## config.mk

```make
export PLATFORM = sky130hd
export DESIGN_NAME = abgs_fifo
export DESIGN_NICKNAME = d
export VERILOG_FILES = /design/src/design/abgs_pkg.sv /design/src/design/abgs_fifo.sv
export SDC_FILE = /design/constraint.sdc
export NUM_CORES = 1
export LEC_CHECK = 0
export ABC_AREA = 0
export ABC_CLOCK_PERIOD_IN_PS = 2600
export BUFFER_PORTS_ARGS = -buffer_cell sky130_fd_sc_hd__clkbuf_2
export CAP_MARGIN = 20
export CORE_MARGIN = 3
export CORE_UTILIZATION = 37
export CTS_CLUSTER_SIZE = 40
export DETAILED_ROUTE_END_ITERATION = 10
export PLACE_DENSITY = 0.53
export SYNTH_ARGS = -nofsm -noshare
export SYNTH_HDL_FRONTEND = slang
export SYNTH_SLANG_ARGS = --single-unit
```

## constraint.sdc

```tcl
create_clock -name clk -period 2.6 [get_ports clk]
set_input_delay 0.39 -clock clk [delete_from_list [all_inputs] [get_ports clk]]
set_output_delay 0.39 -clock clk [all_outputs]
set_load 0.01 [all_outputs]
```

## src/design/abgs_pkg.sv

```systemverilog
package abgs_pkg;

  localparam int PIXEL_INDEX_BITS = 17;
  localparam int FRAME_COUNT_BITS = 12;

  localparam int CH_W    = 8;
  localparam int NUM_CH  = 3;
  localparam int SCALE_W = 4;
  localparam int SUM_W   = FRAME_COUNT_BITS + CH_W;
  localparam int DC_W    = SUM_W + 1;
  localparam int PROD_W  = DC_W + SCALE_W;
  localparam int CMP_W   = PROD_W + 1;
  localparam int SUMS_W  = 2 * NUM_CH * SUM_W;
  localparam int PREV_W  = NUM_CH * CH_W;
  localparam int DEPTH   = 1 << PIXEL_INDEX_BITS;

  localparam int FIFO_DEPTH = 4;
  localparam int FIFO_AW    = $clog2(FIFO_DEPTH);

  localparam int CFG_IDX_W  = 1;
  localparam int CFG_DATA_W = SCALE_W;

  localparam logic [CFG_IDX_W-1:0] CFG_HI_SCALE  = CFG_IDX_W'(0);
  localparam logic [CFG_IDX_W-1:0] CFG_LOW_SCALE = CFG_IDX_W'(1);

  localparam logic [SCALE_W-1:0] HI_SCALE_RST  = SCALE_W'(7);
  localparam logic [SCALE_W-1:0] LOW_SCALE_RST = SCALE_W'(6);

  localparam logic OP_LEARN    = 1'b0;
  localparam logic OP_CLASSIFY = 1'b1;

  localparam logic [FRAME_COUNT_BITS-1:0] COUNT_MAX = '1;

  typedef enum logic [1:0] {
    CMD_PREV,
    CMD_ACCUM,
    CMD_CLASSIFY
  } cmd_kind_t;

  typedef logic [CH_W-1:0] chan_t;
  typedef chan_t [NUM_CH-1:0] pix_t;

  typedef struct packed {
    cmd_kind_t                     kind;
    logic [PIXEL_INDEX_BITS-1:0]   addr;
    pix_t                          pix;
    logic                          fe;
    logic [FRAME_COUNT_BITS-1:0]   cnt;
  } cmd_t;

  typedef struct packed {
    logic full;
    logic empty;
  } q_stat_t;

endpackage

```

## src/design/abgs_fifo.sv

```systemverilog
module abgs_fifo import abgs_pkg::*; (
  input  logic    clk,
  input  logic    rst_n,
  input  logic    push,
  input  cmd_t    din,
  input  logic    pop,
  output cmd_t    dout,
  output q_stat_t stat
);

  cmd_t               mem_r [FIFO_DEPTH];
  logic [FIFO_AW-1:0] wr_ptr_r, wr_ptr_nxt;
  logic [FIFO_AW-1:0] rd_ptr_r, rd_ptr_nxt;
  logic [FIFO_AW:0]   cnt_r, cnt_nxt;
  logic               do_push, do_pop;

  assign stat.full  = cnt_r == (FIFO_AW+1)'(FIFO_DEPTH);
  assign stat.empty = cnt_r == '0;
  assign do_push    = push && !stat.full;
  assign do_pop     = pop && !stat.empty;
  assign dout       = mem_r[rd_ptr_r];

  always_comb begin
    wr_ptr_nxt = do_push ? wr_ptr_r + 1'b1 : wr_ptr_r;
    rd_ptr_nxt = do_pop ? rd_ptr_r + 1'b1 : rd_ptr_r;
    cnt_nxt    = cnt_r;
    if (do_push && !do_pop) begin
      cnt_nxt = cnt_r + 1'b1;
    end else if (do_pop && !do_push) begin
      cnt_nxt = cnt_r - 1'b1;
    end
  end

  always_ff @(posedge clk) begin
    if (!rst_n) begin
      wr_ptr_r <= '0;
      rd_ptr_r <= '0;
      cnt_r    <= '0;
    end else begin
      wr_ptr_r <= wr_ptr_nxt;
      rd_ptr_r <= rd_ptr_nxt;
      cnt_r    <= cnt_nxt;
    end
  end

  always_ff @(posedge clk) begin
    if (do_push) begin
      mem_r[wr_ptr_r] <= din;
    end
  end

endmodule

```

==> metrics.md <==
| Metric | Value |
|---|---|
| Clk sink count | `around 230` |
| Net Count, Synth | `~410` |
| Non-filler cells, final | `between 700 and 800` |
| Synth top area share | `78.2%` |
| CTS H-tree depth | `1` |
| Compound-Gate Fraction of Synth Area | `0.393%` |
| Min-delay src | `din[27]` |
| Layout cells sized above 1 | `between 40% and 50%` |
| Setup bufs post-CTS | `0` |
| Mean Syn Cell Area | `25.3 µm²` |
| Setup CP Type | `reg2out` |
| CP Launch Type | `flop` |
| Post-route cell area | `0.0104 mm²` |
| Util after Layout | `between 40% and 50%` |
| Crit end category | `output port` |
| Sequential Area | `0.00691 mm²` |
| CTS Buf Count | `25` |
| Tot Pwr | `just over 10 mW` |
| Mux cell area share after synthesis | `~15%` |
| Initial antenna violation count | `0` |
| DRC | `0` |
| Fin. Hold Viols | `0` |
| Iter 0 DRT Violations | `roughly 180` |
| Synthesis-to-layout area growth | `21.2%` |
| Final ANT Viol Nets | `0` |
| Cts repair resizes | `0` |
| Hold slack | `between 100 and 150 ps` |
| Adder-Cell Fraction of Synth Area | `0.960%` |
| Relative max-transition margin | `about two thirds` |
| Simple-gate area share of the yosys netlist | `1.18%` |
| Placed inst area | `around 0.0096 mm²` |
| Synth Register Bits | `around 230` |
| I/O Buffers | `approximately 120` |
| Die W | `roughly 160 µm` |
| RSZ-0062 raised after global routing | `no` |
| Final net count | `around 550` |
| Final Cycle Share | `89.1%` |
| Vias in the first global route | `between 4,000 and 5,000` |
| Post-synth top area cell | `edfxtp_1` |
| Minimum clock period | `2320 ps` |
| Worst r2r src | `cnt_r[0]$_SDFFE_PN0P_` |
| Final WS setup | `approximately 280 ps` |
| Row cnt | `between 50 and 60` |
| WL per Instance | `20.2 µm` |
| Ys Warns | `0` |
| Dpl hpwl | `between 9000 and 10,000 µm` |
| Clock Latency Late Sink | `a little over 500 ps` |
| PD cells | `between 900 and 1000 mW/mm²` |
| First-pass GRT wire length | `between 20,000 and 25,000 µm` |
| Root Driver | `clkbuf_16` |
| Initial Util | `37.9%` |
| Syn Inst Count | `340` |
| Hold crit path type | `in2reg` |
| Pin count of the biggest net entering global routing | `36` |
| Fill cell count | `between 1,500 and 2,000` |
| Full die area | `0.0251 mm²` |
| Crit Path Max Fanout | `35` |
| Netlist cell types | `24` |
| GRT Resource Usage Total | `between 10% and 20%` |
| Worst-margin pin slew | `between 400 and 500 ps` |
| Routability cong. | `approximately 0.73` |
| Vias | `just under 4,000` |
| Arr. time, crit path | `approximately 1900 ps` |
| I/O Pins | `approximately 120` |
| Number of diodes | `0` |
| Max_cap viols | `0` |
| Largest family of logic cells by synthesized area | `multiplexers` |
| Placed Cells | `approximately 740` |
| Drt first pass iters | `4` |
| Fmax | `between 400 and 500 MHz` |
| Status | `completed` |
| Worst Skew | `about 15 ps` |
| Worst EP required | `approximately 2200 ps` |
| Post-synthesis sequential area ratio | `roughly 80%` |
| CTS tree | `yes` |
| GR Overflow Total | `0` |
| Synthesized area | `roughly 0.0086 mm²` |
| Via density | `5.00` |
| Max VDD drop | `around 0.00044 V` |
| Post-synthesis xor/xnor area fraction | `less than 1%` |
| Setup_tns | `0 ps` |
| Multi-input logic area | `approximately 0.0016 mm²` |
| Core area | `0.0227 mm²` |
| Final Max Tran Viols | `0` |
| Routed WL | `about 16,000 µm` |
| Pre-CTS setup slack | `between 400 and 500 ps` |
| Quantity of hold-fixing buffers added after cts | `0` |
| Clk buf depth | `3` |
| Clock-pin slew on the worst setup and hold paths | `approximately 60 ps` |
| Main area contributors after synthesis | `edfxtp_1, mux4_2, dfxtp_1, buf_12, ha_1` |
| Die Ht | `158 µm` |
| Leakage Power | `3.52 nW` |
| Finish-stage setup viols | `0` |
==> registers in the layout, indices dropped and copies added, names as in the netlist, named ones only <==
signal	cells
cnt_r	3
wr_ptr_r	2
mem_r	224
rd_ptr_r	2
==> routing by layer <==
layer,vias to the layer above,share of wire (%),wire (µm),track usage (%)
met5,-,0,0,0
met4,0,2.0,323,3.61
met3,29,5.4,857,2.80
met2,104,50,8020,22.5
met1,2071,42,6720,16.6
li1,1731,-,-,-
==> cells in the mapped netlist <==
master and number:
buf_12 4, mux4_2 56, or3_1 1, o31ai_2 1
dfxtp_1 9, o21ai_0 1, nor2b_1 2, a21boi_0 1
buf_2 6, edfxtp_1 224, fa_1 1, nor3b_2 1
xnor2_1 3, xor2_1 1, buf_6 1, inv_1 3
o311ai_1 1, clkbuf_1 2, nor3_1 1, ha_1 5
buf_4 1, nand2_1 4, mux2i_1 3, and2_1 8
==> final cells by class <==
class | instances | share of cell area [%]
multi-input combinational | 90 | 14.9
timing repair buffer | 130 | 7.76
clock buffer | 29 | 6.15
clock inverter | 17 | 1.32
sequential | 233 | 66.3
tap | 285 | 3.42
inverter | 3 | 0.108
==> worst max-delay path: stages, from the launching register on <==
cell and delay [ps]:
dfxtp_4 590, buf_12 300, mux4_2 370, clkbuf_2 150
==> where the power goes <==
group / internal, mW / switching [mW] / total (mW) / leakage [nW]
Clock: 1.96 / 1.35 / 3.31 / 0.374
Combinational: 1.18 / 1.20 / 2.38 / 1.02
Sequential: 4.56 / 0.149 / 4.71 / 2.13
==> final timing paths <==
path | to | depth (start not counted) | slack [ps]
max | dout[44] | 3 | 280
min | mem_r[3][27]$_DFFE_PP_ | 1 | 100
max reg2reg | cnt_r[2]$_SDFFE_PN0P_ | 8 | 430
min reg2reg | wr_ptr_r[1]$_SDFFE_PN0P_ | 2 | 510
==> cell usage in the layout, fill, tap and decap left out, types with 4 or more instances in the layout <==
master and instances:
nand2_1 4, clkbuf_16 25, edfxtp_1 224, and2_4 4, clkbuf_2 117, buf_12 10, mux4_2 56, and2_1 4
clkbuf_1 4, clkinv_1 8, dfxtp_1 7, ha_1 5
==> logic make-up (layout without fill, tap and decap cells) <==
family,count (synthesis),in the layout
buffers and inverters,17,179
AOI/OAI and AO/OA,4,4
DFF,233,233
muxes,59,59
and+or+nand+nor,17,17
adders and majority gates,6,6
xor gates and xnor gates,4,4
Note: power is estimated with default switching activity, not from simulation.
