## config.mk

```make
export PLATFORM = sky130hd
export DESIGN_NAME = abgs_front_flat
export DESIGN_NICKNAME = d
export VERILOG_FILES = /design/src/design/abgs_pkg.sv /design/src/design/abgs_if.sv /design/src/design/abgs_front.sv /design/src/flat_wrapper.sv
export SDC_FILE = /design/constraint.sdc
export NUM_CORES = 1
export LEC_CHECK = 0
export ABC_CLOCK_PERIOD_IN_PS = 1650
export BUFFER_PORTS_ARGS = -buffer_cell sky130_fd_sc_hd__buf_4
export CAP_MARGIN = 20
export CORE_MARGIN = 10
export CORE_UTILIZATION = 25
export CTS_BUF_LIST = sky130_fd_sc_hd__clkbuf_4 sky130_fd_sc_hd__clkbuf_8
export CTS_CLUSTER_SIZE = 8
export DETAILED_ROUTE_END_ITERATION = 12
export HOLD_SLACK_MARGIN = 0.12
export PLACE_DENSITY = 0.74
export SKIP_CTS_REPAIR_TIMING = 1
export SLEW_MARGIN = 15
export SYNTH_ARGS = -nofsm -noshare
export SYNTH_HDL_FRONTEND = slang
export SYNTH_SLANG_ARGS = --single-unit
```

## constraint.sdc

```tcl
create_clock -name clk -period 1.65 [get_ports clk]
set_input_delay 0.165 -clock clk [delete_from_list [all_inputs] [get_ports clk]]
set_output_delay 0.165 -clock clk [all_outputs]
set_load 0.005 [all_outputs]
```

## src/design/abgs_pkg.sv

```systemverilog
package abgs_pkg;

  localparam int PIXEL_INDEX_BITS = 17;
  localparam int FRAME_COUNT_BITS = 12;

  localparam int CH_W    = 8;
  localparam int NUM_CH  = 3;
  localparam int SCALE_W = 4;
  localparam int SUM_W   = FRAME_COUNT_BITS + CH_W;
  localparam int DC_W    = SUM_W + 1;
  localparam int PROD_W  = DC_W + SCALE_W;
  localparam int CMP_W   = PROD_W + 1;
  localparam int SUMS_W  = 2 * NUM_CH * SUM_W;
  localparam int PREV_W  = NUM_CH * CH_W;
  localparam int DEPTH   = 1 << PIXEL_INDEX_BITS;

  localparam int FIFO_DEPTH = 4;
  localparam int FIFO_AW    = $clog2(FIFO_DEPTH);

  localparam int CFG_IDX_W  = 1;
  localparam int CFG_DATA_W = SCALE_W;

  localparam logic [CFG_IDX_W-1:0] CFG_HI_SCALE  = CFG_IDX_W'(0);
  localparam logic [CFG_IDX_W-1:0] CFG_LOW_SCALE = CFG_IDX_W'(1);

  localparam logic [SCALE_W-1:0] HI_SCALE_RST  = SCALE_W'(7);
  localparam logic [SCALE_W-1:0] LOW_SCALE_RST = SCALE_W'(6);

  localparam logic OP_LEARN    = 1'b0;
  localparam logic OP_CLASSIFY = 1'b1;

  localparam logic [FRAME_COUNT_BITS-1:0] COUNT_MAX = '1;

  typedef enum logic [1:0] {
    CMD_PREV,
    CMD_ACCUM,
    CMD_CLASSIFY
  } cmd_kind_t;

  typedef logic [CH_W-1:0] chan_t;
  typedef chan_t [NUM_CH-1:0] pix_t;

  typedef struct packed {
    cmd_kind_t                     kind;
    logic [PIXEL_INDEX_BITS-1:0]   addr;
    pix_t                          pix;
    logic                          fe;
    logic [FRAME_COUNT_BITS-1:0]   cnt;
  } cmd_t;

  typedef struct packed {
    logic full;
    logic empty;
  } q_stat_t;

endpackage

```

## src/design/abgs_if.sv

```systemverilog
interface abgs_in_if import abgs_pkg::*; ();
  logic                        valid;
  logic                        ready;
  logic                        opcode;
  logic [PIXEL_INDEX_BITS-1:0] pixel_index;
  logic [CH_W-1:0]             chan_a;
  logic [CH_W-1:0]             chan_b;
  logic [CH_W-1:0]             chan_c;
  logic                        frame_end;

  modport source (
    output valid, opcode, pixel_index, chan_a, chan_b, chan_c, frame_end,
    input  ready
  );
  modport sink (
    input  valid, opcode, pixel_index, chan_a, chan_b, chan_c, frame_end,
    output ready
  );
endinterface


```

## src/design/abgs_front.sv

```systemverilog
module abgs_front import abgs_pkg::*; (
  input  logic         clk,
  input  logic         rst_n,
  abgs_in_if.sink      in_ch,
  input  logic         clr_busy,
  input  q_stat_t      q_stat,
  output logic         q_push,
  output cmd_t         q_cmd
);

  logic                        awaiting_r, awaiting_nxt;
  logic [FRAME_COUNT_BITS-1:0] fcount_r, fcount_nxt;
  logic                        acc;

  assign in_ch.ready = !q_stat.full && !clr_busy;
  assign acc         = in_ch.valid && in_ch.ready;

  // decode the item against the frame state seen at its transfer
  always_comb begin
    awaiting_nxt = awaiting_r;
    fcount_nxt   = fcount_r;
    q_push       = 1'b0;
    q_cmd.kind   = CMD_CLASSIFY;
    q_cmd.addr   = in_ch.pixel_index;
    q_cmd.pix    = {in_ch.chan_c, in_ch.chan_b, in_ch.chan_a};
    q_cmd.fe     = in_ch.frame_end;
    q_cmd.cnt    = fcount_r;
    unique case (in_ch.opcode)
      OP_LEARN: begin
        if (awaiting_r) begin
          q_cmd.kind = CMD_PREV;
          q_push     = acc;
          if (acc && in_ch.frame_end) begin
            awaiting_nxt = 1'b0;
          end
        end else if (fcount_r != COUNT_MAX) begin
          q_cmd.kind = CMD_ACCUM;
          q_push     = acc;
          if (acc && in_ch.frame_end) begin
            fcount_nxt = fcount_r + 1'b1;
          end
        end
        // count full: learn item dropped here
      end
      OP_CLASSIFY: begin
        q_push = acc;
      end
    endcase
  end

  always_ff @(posedge clk) begin
    if (!rst_n) begin
      awaiting_r <= 1'b1;
      fcount_r   <= '0;
    end else begin
      awaiting_r <= awaiting_nxt;
      fcount_r   <= fcount_nxt;
    end
  end

endmodule

```

## src/flat_wrapper.sv

```systemverilog
// flat-port wrapper written by rule: the top's interface ports become plain ports
module abgs_front_flat import abgs_pkg::*;
  (clk, rst_n, clr_busy, q_stat, q_push, q_cmd, in_ch_valid, in_ch_opcode, in_ch_pixel_index, in_ch_chan_a, in_ch_chan_b, in_ch_chan_c, in_ch_frame_end, in_ch_ready);
  abgs_in_if in_ch_i ();
  input  logic clk;
  input  logic rst_n;
  input  logic clr_busy;
  input  q_stat_t q_stat;
  output logic q_push;
  output cmd_t q_cmd;
  input wire logic [$bits(in_ch_i.valid)-1:0] in_ch_valid;
  input wire logic [$bits(in_ch_i.opcode)-1:0] in_ch_opcode;
  input wire logic [$bits(in_ch_i.pixel_index)-1:0] in_ch_pixel_index;
  input wire logic [$bits(in_ch_i.chan_a)-1:0] in_ch_chan_a;
  input wire logic [$bits(in_ch_i.chan_b)-1:0] in_ch_chan_b;
  input wire logic [$bits(in_ch_i.chan_c)-1:0] in_ch_chan_c;
  input wire logic [$bits(in_ch_i.frame_end)-1:0] in_ch_frame_end;
  output wire logic [$bits(in_ch_i.ready)-1:0] in_ch_ready;
  assign in_ch_i.valid = in_ch_valid;
  assign in_ch_i.opcode = in_ch_opcode;
  assign in_ch_i.pixel_index = in_ch_pixel_index;
  assign in_ch_i.chan_a = in_ch_chan_a;
  assign in_ch_i.chan_b = in_ch_chan_b;
  assign in_ch_i.chan_c = in_ch_chan_c;
  assign in_ch_i.frame_end = in_ch_frame_end;
  assign in_ch_ready = in_ch_i.ready;
  abgs_front u_core (.clk(clk), .rst_n(rst_n), .in_ch(in_ch_i), .clr_busy(clr_busy), .q_stat(q_stat), .q_push(q_push), .q_cmd(q_cmd));
endmodule
```

==> flow_metrics.tcl, run 1 <==
set metrics [dict create \
    fin_crit_sh_pct 101.8 \
    violations "setup timing" \
    ys_seq_area_share_pct 25.68 \
    n_fill_cell 437 \
    avgViaCountPerCell 4.695 \
    synth_seq_cells 13 \
    setup_ws_ps -29.01 \
    synth_area_mm2 0.001013 \
    cts-root-buf "clkbuf_8" \
    wl_per_cell_um 14.04 \
    finalHoldViolations 0 \
    htreeDepth 1 \
    die_w_um 83.67 \
    dp_hpwl_um 1764 \
    synthSimpleGateAreaFrac_pct 20.49 \
    path_max_fanout 6 \
    place_ws_ps -10.72 \
    syn_avg_cell_area_um2 8.173 \
    wirelength_um 2485 \
    yosys.area_share.adder_pct 1.235 \
    clkTransAtPathRegs_ps 60 \
    core_mm2 0.003971 \
    syn_inst 124 \
    synth_top_family_by_area "buffers and inverters" \
    diodes 0 \
    overflow 0 \
    syn_nets 174 \
    drtIter0Drc 49 \
    power_density_mw_per_mm2 579.4 \
    yosys_warnings 0 \
    cp.arrival_ps 1870 \
    die_y_um 83.67 \
    insertion_delay_ps 260 \
    worst_pin_slew_ps 404.1 \
    ir_drop_mv 0.4656 \
    mostFrequentLayoutCell "buf_4" \
    num_rows 23 \
    finalMaxSlewViolations 0 \
    multi_input_area_um2 434.2 \
    port_buffers 23 \
    synth_cell_types 28 \
    synth-xor-area-share_pct 0 \
    relSlewSlack_pct 73.03 \
    maxCapViolCount 0 \
    hp-class "in -> reg" \
    drc 0 \
    rsz0062_at_grt "true" \
    clock_sinks 13 \
    crit_path_end_kind "register" \
    grtUsageTotal_pct 6.565 \
    grt_pass1_wl_um 3774 \
    die-area_mm2 0.007001 \
    pin_count 107 \
    period_needed_ps 1679 \
    whs_ps 200.2 \
    setup_viol 1 \
    r2r_slack_ps -30 \
    grt_max_degree 14 \
    synth_compound_area_share_pct 17.04 \
    grt_pass1_vias 787 \
    r2r_cells 7 \
    ant_nets 0 \
    ff_latch_area_um2 262.8 \
    crit_required_ps 1840 \
    path_class "reg -> reg" \
    start_kind "register" \
    drt_pass1_iterations 4 \
    area_growth_pct 14.20 \
    hold_depth 3 \
    ctsLongestPathBuffers 2 \
    timing.fmax_mhz 595.6 \
    status "finished with violations" \
    synthMuxAreaShare_pct 0.9877 \
    initial_utilization_pct 25.52 \
    nets 178 \
    antenna_found_initial 0 \
    fin_skew_ps 4.130 \
    place_congestion 0.7545 \
    layout_common_cells "buf_4 (43), dfxtp_1 (11), a21oi_1 (9), o31ai_1 (9), nand2_1 (7)" \
    leakage_uw 0.0004508 \
    cts_buffers 3 \
    drive_gt1_share_pct 44.09 \
    vias 831 \
    cts_tree "done" \
]
## worst paths after layout
path / from / end
setup / recovery: u_core.fcount_r[1]$_SDFFE_PN0P_ / u_core.fcount_r[7]$_SDFFE_PN0P_
setup reg to reg: u_core.fcount_r[1]$_SDFFE_PN0P_ / u_core.fcount_r[7]$_SDFFE_PN0P_
hold / removal: rst_n / u_core.fcount_r[1]$_SDFFE_PN0P_
hold reg to reg: u_core.fcount_r[11]$_SDFFE_PN0P_ / u_core.fcount_r[11]$_SDFFE_PN0P_
## layout make-up
cell class / instances / share of cell area [%]
timing repair buffer: 44 / 28.86
tap: 50 / 5.405
inverter: 4 / 1.297
multi-input combinational: 62 / 37.51
sequential: 13 / 22.70
clock buffer: 4 / 4.216
## sequential cells by signal, summed over array words and instances (netlist names)
name               cells
u_core.fcount_r       12
u_core.awaiting_r      1
## synth_stat cells
| master | number | area [um2] |
|---|---|---|
| a21o_1 | 2 | 15.01 |
| a21oi_1 | 10 | 50.05 |
| and3_1 | 1 | 6.260 |
| and4_1 | 1 | 8.760 |
| and4bb_2 | 1 | 12.51 |
| buf_2 | 1 | 5.000 |
| buf_4 | 42 | 315.3 |
| buf_6 | 1 | 11.26 |
| clkbuf_1 | 1 | 3.750 |
| dfxtp_1 | 13 | 260.3 |
| ha_1 | 1 | 12.51 |
| inv_1 | 4 | 15.01 |
| mux2i_1 | 1 | 10.01 |
| nand2_1 | 7 | 26.28 |
| nand2b_1 | 1 | 6.260 |
| nand3_1 | 5 | 25.02 |
| nand4_1 | 3 | 18.77 |
| nor2_1 | 1 | 3.750 |
| nor2_4 | 1 | 11.26 |
| nor3_1 | 2 | 10.01 |
| nor4_1 | 1 | 6.260 |
| o2111ai_2 | 1 | 15.01 |
| o211ai_1 | 2 | 15.01 |
| o21ai_0 | 2 | 10.01 |
| o31ai_1 | 9 | 67.56 |
| or2b_1 | 1 | 7.510 |
| or3_1 | 2 | 12.51 |
| or4_1 | 7 | 52.55 |
## critical path, cell delays in order, from the launching register on
cell,delay [ps]
dfxtp_2,330
ha_4,160
nand4_1,120
buf_4,140
o2111ai_4,170
buf_6,170
or4_4,410
a21oi_2,120
## power by group
group,total [uW],internal (uW),switching (uW),leakage [uW]
registers,315,315,0.800,0.000106
logic,37.9,20.1,17.8,0.000319
clock network,317,188,129,0.0000262
## logic make-up (layout without fill, tap and decap cells)
| logic type | after synthesis | in the layout |
|---|---|---|
| adder cells (fa/ha/maj) | 1 | 1 |
| buffers and inverters | 49 | 52 |
| AO/OA/AOI/OAI | 26 | 26 |
| multiplexers | 1 | 1 |
| flip-flops | 13 | 13 |
| AND/OR/NAND/NOR | 34 | 34 |
## per-layer routing
metal | vias to the layer above | routed length (um) | GRT usage (%)
met4 | 0 | 47 | 3.653
met1 | 381 | 1102 | 7.456
li1 | 410 | - | -
met2 | 33 | 1144 | 9.617
met3 | 7 | 190 | 3.418
met5 | - | 0 | 0
## per-stage QoR
stage,TNS [ps],total power (uW),utilization (%),instances,cell area [um2]
after global placement,0,359.1,26.02,168,1033
after CTS,-213.2,676.4,27.25,172,1082
final,-29.01,670.6,29.14,177,1157
after detailed placement,-19.83,359.8,26.02,168,1033
after floorplan,0,415.7,-,124,1013
after global routing,-545.8,689.1,29.14,177,1157
Power figures use the tool's default switching activity.
==> inputs of run 2 (changes only) <==
Settings changed: PLACE_DENSITY 0.74 to unset, PLACE_DENSITY_LB_ADDON set to 0.2.
==> run 2 against run 1 <==
Compared with the run above: the flow now finishes without violations; flip-flop and latch count did not move; hold slack improved by 18 ps; sequential share of layout area fell by 0.47 points; via count rose by 7.8%; critical path type is now reg -> out; largest cell class unchanged.
==> flow_metrics.tcl, run 2 (synthesis gave the netlist of run 1 again) <==
set metrics [dict create \
    largest_reg_flops 12 \
    grt_pass1_wl_um 4202 \
    leakage_uw 0.0004464 \
    whs_endpoint "u_core.fcount_r[2]$_SDFFE_PN0P_" \
    wirelength_um 2873 \
    grt_max_degree 12 \
    crit_path_end_kind "output pin" \
    drt_pass1_iterations 4 \
    place_congestion 0.7223 \
    cp.arrival_ps 1450 \
    vias 896 \
    dp_hpwl_um 2110 \
    initial_utilization_pct 25.52 \
    p_total_uw 669.8 \
    finalMaxSlewViolations 0 \
    hp-start "rst_n" \
    die_w_um 83.67 \
    die_y_um 83.67 \
    max_flop_register "u_core.fcount_r" \
    timing.fmax_mhz 618.1 \
    relSlewSlack_pct 69.58 \
    wl_per_cell_um 16.32 \
    cts_buffers 3 \
    grt_pass1_vias 821 \
    clkTransAtPathRegs_ps 60 \
    crit_required_ps 1480 \
    antenna_found_initial 0 \
    fin_skew_ps 2.238 \
    period_needed_ps 1618 \
    r2r-start "u_core.fcount_r[1]$_SDFFE_PN0P_" \
    area_growth_pct 18.27 \
    ctsLongestPathBuffers 2 \
    nets 177 \
    setup_ws_ps 32.06 \
    cts-root-buf "clkbuf_8" \
    place_ws_ps -33.17 \
    grtUsageTotal_pct 7.201 \
    die-area_mm2 0.007001 \
    drtIter0Drc 24 \
    reg.largest.list "u_core.fcount_r (12), u_core.awaiting_r (1)" \
    hp-class "in -> reg" \
    clock_sinks 13 \
    reg2reg_to "u_core.fcount_r[11]$_SDFFE_PN0P_" \
    path_max_fanout 4 \
    r2r_slack_ps 30 \
    layout_common_cells "buf_4 (40), o31ai_1 (8), dfxtp_1 (8)" \
    r2r_cells 6 \
    status "completed" \
    maxCapViolCount 0 \
    core_mm2 0.003971 \
    power_density_mw_per_mm2 558.8 \
    fin_crit_sh_pct 98.06 \
    drive_gt1_share_pct 51.59 \
    start_kind "register" \
    path_class "reg -> out" \
    diodes 0 \
    setup_viol 0 \
    pin_count 107 \
    mostFrequentLayoutCell "buf_4" \
    port_buffers 23 \
    startpoint "u_core.fcount_r[1]$_SDFFE_PN0P_" \
    cts_tree "done" \
    ir_drop_mv 0.1950 \
    ant_nets 0 \
    htreeDepth 1 \
    num_rows 23 \
    insertion_delay_ps 250 \
    hold_depth 3 \
    overflow 0 \
    rsz0062_at_grt "true" \
    avgViaCountPerCell 5.091 \
    finalHoldViolations 0 \
    worst_pin_slew_ps 455.8 \
    drc 0 \
]
==> run 2: cell types whose count changed in the layout (fill, tap and decap cells not counted), moves of 2 or more <==
cell     before  now
a21oi_1       9    6
a21oi_2       1    4
buf_4        43   40
dfxtp_1      11    8
dfxtp_2       2    5
or4_1         6    4
or4_4         1    3
==> run 2: per-layer routing <==
layer  global-route usage, %  share of wire [%]  up-vias
met2                   11.43                 47       41
met3                   6.055                 14       10
met5                       0                  0        -
li1                        -                  -      410
met1                   6.590                 38      435
met4                   2.892                1.6        0
==> run 2: layout make-up <==
cell class                      instances  area [um2]
Tap cell                               50       62.56
Timing Repair Buffer                   42       316.6
Multi-Input combinational cell         63       489.2
Inverter                                4       15.01
Sequential cell                        13       266.5
Fill cell                             439        2773
Clock buffer                            4       48.80
==> run 2: how the worst max path moves through the flow <==
stage                                                  end  slack (ps)  cells past startpoint
final                                            q_cmd[55]          30                      6
after global routing                             q_cmd[55]         -60                      6
after CTS                 u_core.fcount_r[11]$_SDFFE_PN0P_         -60                      5
after detailed placement   u_core.fcount_r[9]$_SDFFE_PN0P_         -30                      5
after global placement    u_core.fcount_r[10]$_SDFFE_PN0P_         -10                      5
after floorplan           u_core.fcount_r[11]$_SDFFE_PN0P_           4                      6
==> run 2: where the power goes <==
| part | switching [uW] | leakage [uW] | internal [uW] | total (uW) |
|---|---|---|---|---|
| sequential | 0.784 | 0.000107 | 314 | 315 |
| combinational | 19.5 | 0.000313 | 20.3 | 39.8 |
| clock | 128 | 0.0000262 | 187 | 315 |
| total | 148 | 0.000446 | 522 | 670 |
==> run 2: per-stage QoR <==
| step | hold WS [ps] | area [um2] | std cells | util [%] | setup TNS (ps) |
|---|---|---|---|---|---|
| CTS | 218.6 | 1060 | 169 | 26.69 | -360.6 |
| detailed placement | 330.0 | 1011 | 165 | 25.46 | -112.1 |
| global route | 239.5 | 1199 | 176 | 30.18 | -355.2 |
| finish | 218.4 | 1199 | 176 | 30.18 | 0 |
| floorplan | 310.9 | 1013 | 124 | - | 0 |
| global placement | 330.0 | 1011 | 165 | 25.46 | -34.61 |
==> run 2: worst max-delay path, stage by stage, from the launching register on <==
cell     delay [ps]
dfxtp_2         350
ha_4            130
nand4_1         130
nor3_2          230
buf_4           170
a21o_1          100
buf_4           100
==> inputs of run 3 (changes only) <==
Settings changed: ABC_CLOCK_PERIOD_IN_PS 1650 to 1750.
Clock period 1.65 ns to 1.75 ns, I/O delays scaled along.
==> run 3 against run 2 <==
Compared with the run above: combinational power decreased by 15%; cell count decreased by 6.8%; sequential power decreased by 6%; sequential share of layout area increased by 3.2 points; die area unchanged; clock power decreased by 8.9%.
==> flow_metrics.tcl, run 3 (synthesis gave the netlist of run 1 again) <==
set metrics [dict create \
    r2r_slack_ps 100 \
    area_growth_pct 3.086 \
    fin_skew_ps 3.099 \
    drt_pass1_iterations 4 \
    hp-class "in -> reg" \
    reg.largest.list "u_core.fcount_r (12), u_core.awaiting_r (1)" \
    ctsLongestPathBuffers 2 \
    cts_tree "done" \
    insertion_delay_ps 240 \
    antenna_found_initial 0 \
    crit_required_ps 1570 \
    diodes 0 \
    cts-root-buf "clkbuf_8" \
    pin_count 107 \
    maxCapViolCount 0 \
    power_density_mw_per_mm2 591.3 \
    grt_pass1_wl_um 3857 \
    drive_gt1_share_pct 38.60 \
    drc 0 \
    finalHoldViolations 0 \
    leakage_uw 0.0003828 \
    path_max_fanout 8 \
    largest_reg_flops 12 \
    cp.arrival_ps 1480 \
    htreeDepth 1 \
    clkTransAtPathRegs_ps 50 \
    fin_crit_sh_pct 94.54 \
    slowest_delay_ps 350 \
    initial_utilization_pct 25.52 \
    ant_nets 0 \
    timing.fmax_mhz 604.4 \
    clock_sinks 13 \
    worst_pin_slew_ps 396.9 \
    num_rows 23 \
    die_w_um 83.67 \
    start_kind "register" \
    dp_hpwl_um 2021 \
    drtIter0Drc 11 \
    die-area_mm2 0.007001 \
    wirelength_um 2543 \
    setup_viol 0 \
    wl_per_cell_um 15.51 \
    cp_slowest_cell "dfxtp_2" \
    cpMostUsedCell "buf_4" \
    avgViaCountPerCell 4.939 \
    crit_path_end_kind "output pin" \
    ir_drop_mv 0.2386 \
    grt_pass1_vias 757 \
    path_cells "ha_4 > nand4_1 > nor3_2 > buf_4 > a21o_1 > buf_4" \
    relSlewSlack_pct 73.54 \
    grtUsageTotal_pct 6.572 \
    vias 810 \
    port_buffers 23 \
    nets 165 \
    max_flop_register "u_core.fcount_r" \
    mostFrequentLayoutCell "buf_4" \
    overflow 0 \
    status "completed" \
    path_class "reg -> out" \
    grt_max_degree 14 \
    placed_cell_area_um2 965.9 \
    p_total_uw 617.8 \
    fin_area_mm2 0.001045 \
    finalMaxSlewViolations 0 \
    period_needed_ps 1654 \
    die_y_um 83.67 \
    layout_common_cells "buf_4 (31), a21oi_1 (10), o31ai_1 (9), dfxtp_1 (9)" \
    rsz0062_at_grt "false" \
    place_congestion 0.7079 \
    cts_buffers 3 \
    core_mm2 0.003971 \
]
==> run 3: cell count changes in the layout (fill, tap and decap cells not counted), sizes merged <==
cell     change
buf         -11
o2111ai      -1
==> run 3: area by class of cell <==
type | count | area (um2)
Tap cell | 50 | 62.56
Multi-Input combinational cell | 62 | 420.4
Fill cell | 443 | 2927
Timing Repair Buffer | 31 | 232.7
Clock buffer | 4 | 48.80
Inverter | 4 | 15.01
Sequential cell | 13 | 265.3
==> run 3: per-stage QoR <==
stage	hold slack (ps)	setup slack (ps)	setup TNS, ps	std cells	util, %
finish	215.7	95.60	0	164	26.31
global route	214.6	7.833	0	164	26.31
CTS	218.1	-14.91	-15.33	163	25.55
detailed placement	350.0	63.78	0	159	24.32
global placement	350.0	106.4	0	159	24.32
floorplan	320.9	104.2	0	124	-
==> run 3: path summary, 6_finish.rpt <==
| kind | startpoint | cells past startpoint | end |
|---|---|---|---|
| worst max-delay path | u_core.fcount_r[1]$_SDFFE_PN0P_ | 6 | q_cmd[55] |
| worst min-delay path | rst_n | 3 | u_core.fcount_r[1]$_SDFFE_PN0P_ |
| worst max register to register | u_core.fcount_r[1]$_SDFFE_PN0P_ | 5 | u_core.fcount_r[9]$_SDFFE_PN0P_ |
| worst min register to register | u_core.fcount_r[11]$_SDFFE_PN0P_ | 2 | u_core.fcount_r[11]$_SDFFE_PN0P_ |
==> run 3: report_power, final <==
| group | switching [uW] | internal, uW | leakage (uW) |
|---|---|---|---|
| sequential | 0.735 | 297 | 0.000107 |
| combinational | 15.5 | 18.2 | 0.000250 |
| clock | 110 | 176 | 0.0000262 |
| total | 127 | 491 | 0.000383 |
==> run 3: critical path, delay by kind of cell, from the launching register on <==
family | cells | cell delay [ps]
flip-flops | 1 | 350
AND/OR/NAND/NOR | 2 | 360
AO/OA/AOI/OAI | 1 | 120
buffers and inverters | 2 | 270
adder cells (fa/ha/maj) | 1 | 130
==> run 3: per-layer routing <==
metal / up-vias / share of wire [%] / track usage, %
met1: 374 / 38 / 6.267
met3: 10 / 15 / 5.664
met4: 0 / 1.8 / 2.892
li1: 383 / - / -
met2: 43 / 45 / 9.895
met5: - / 0 / 0
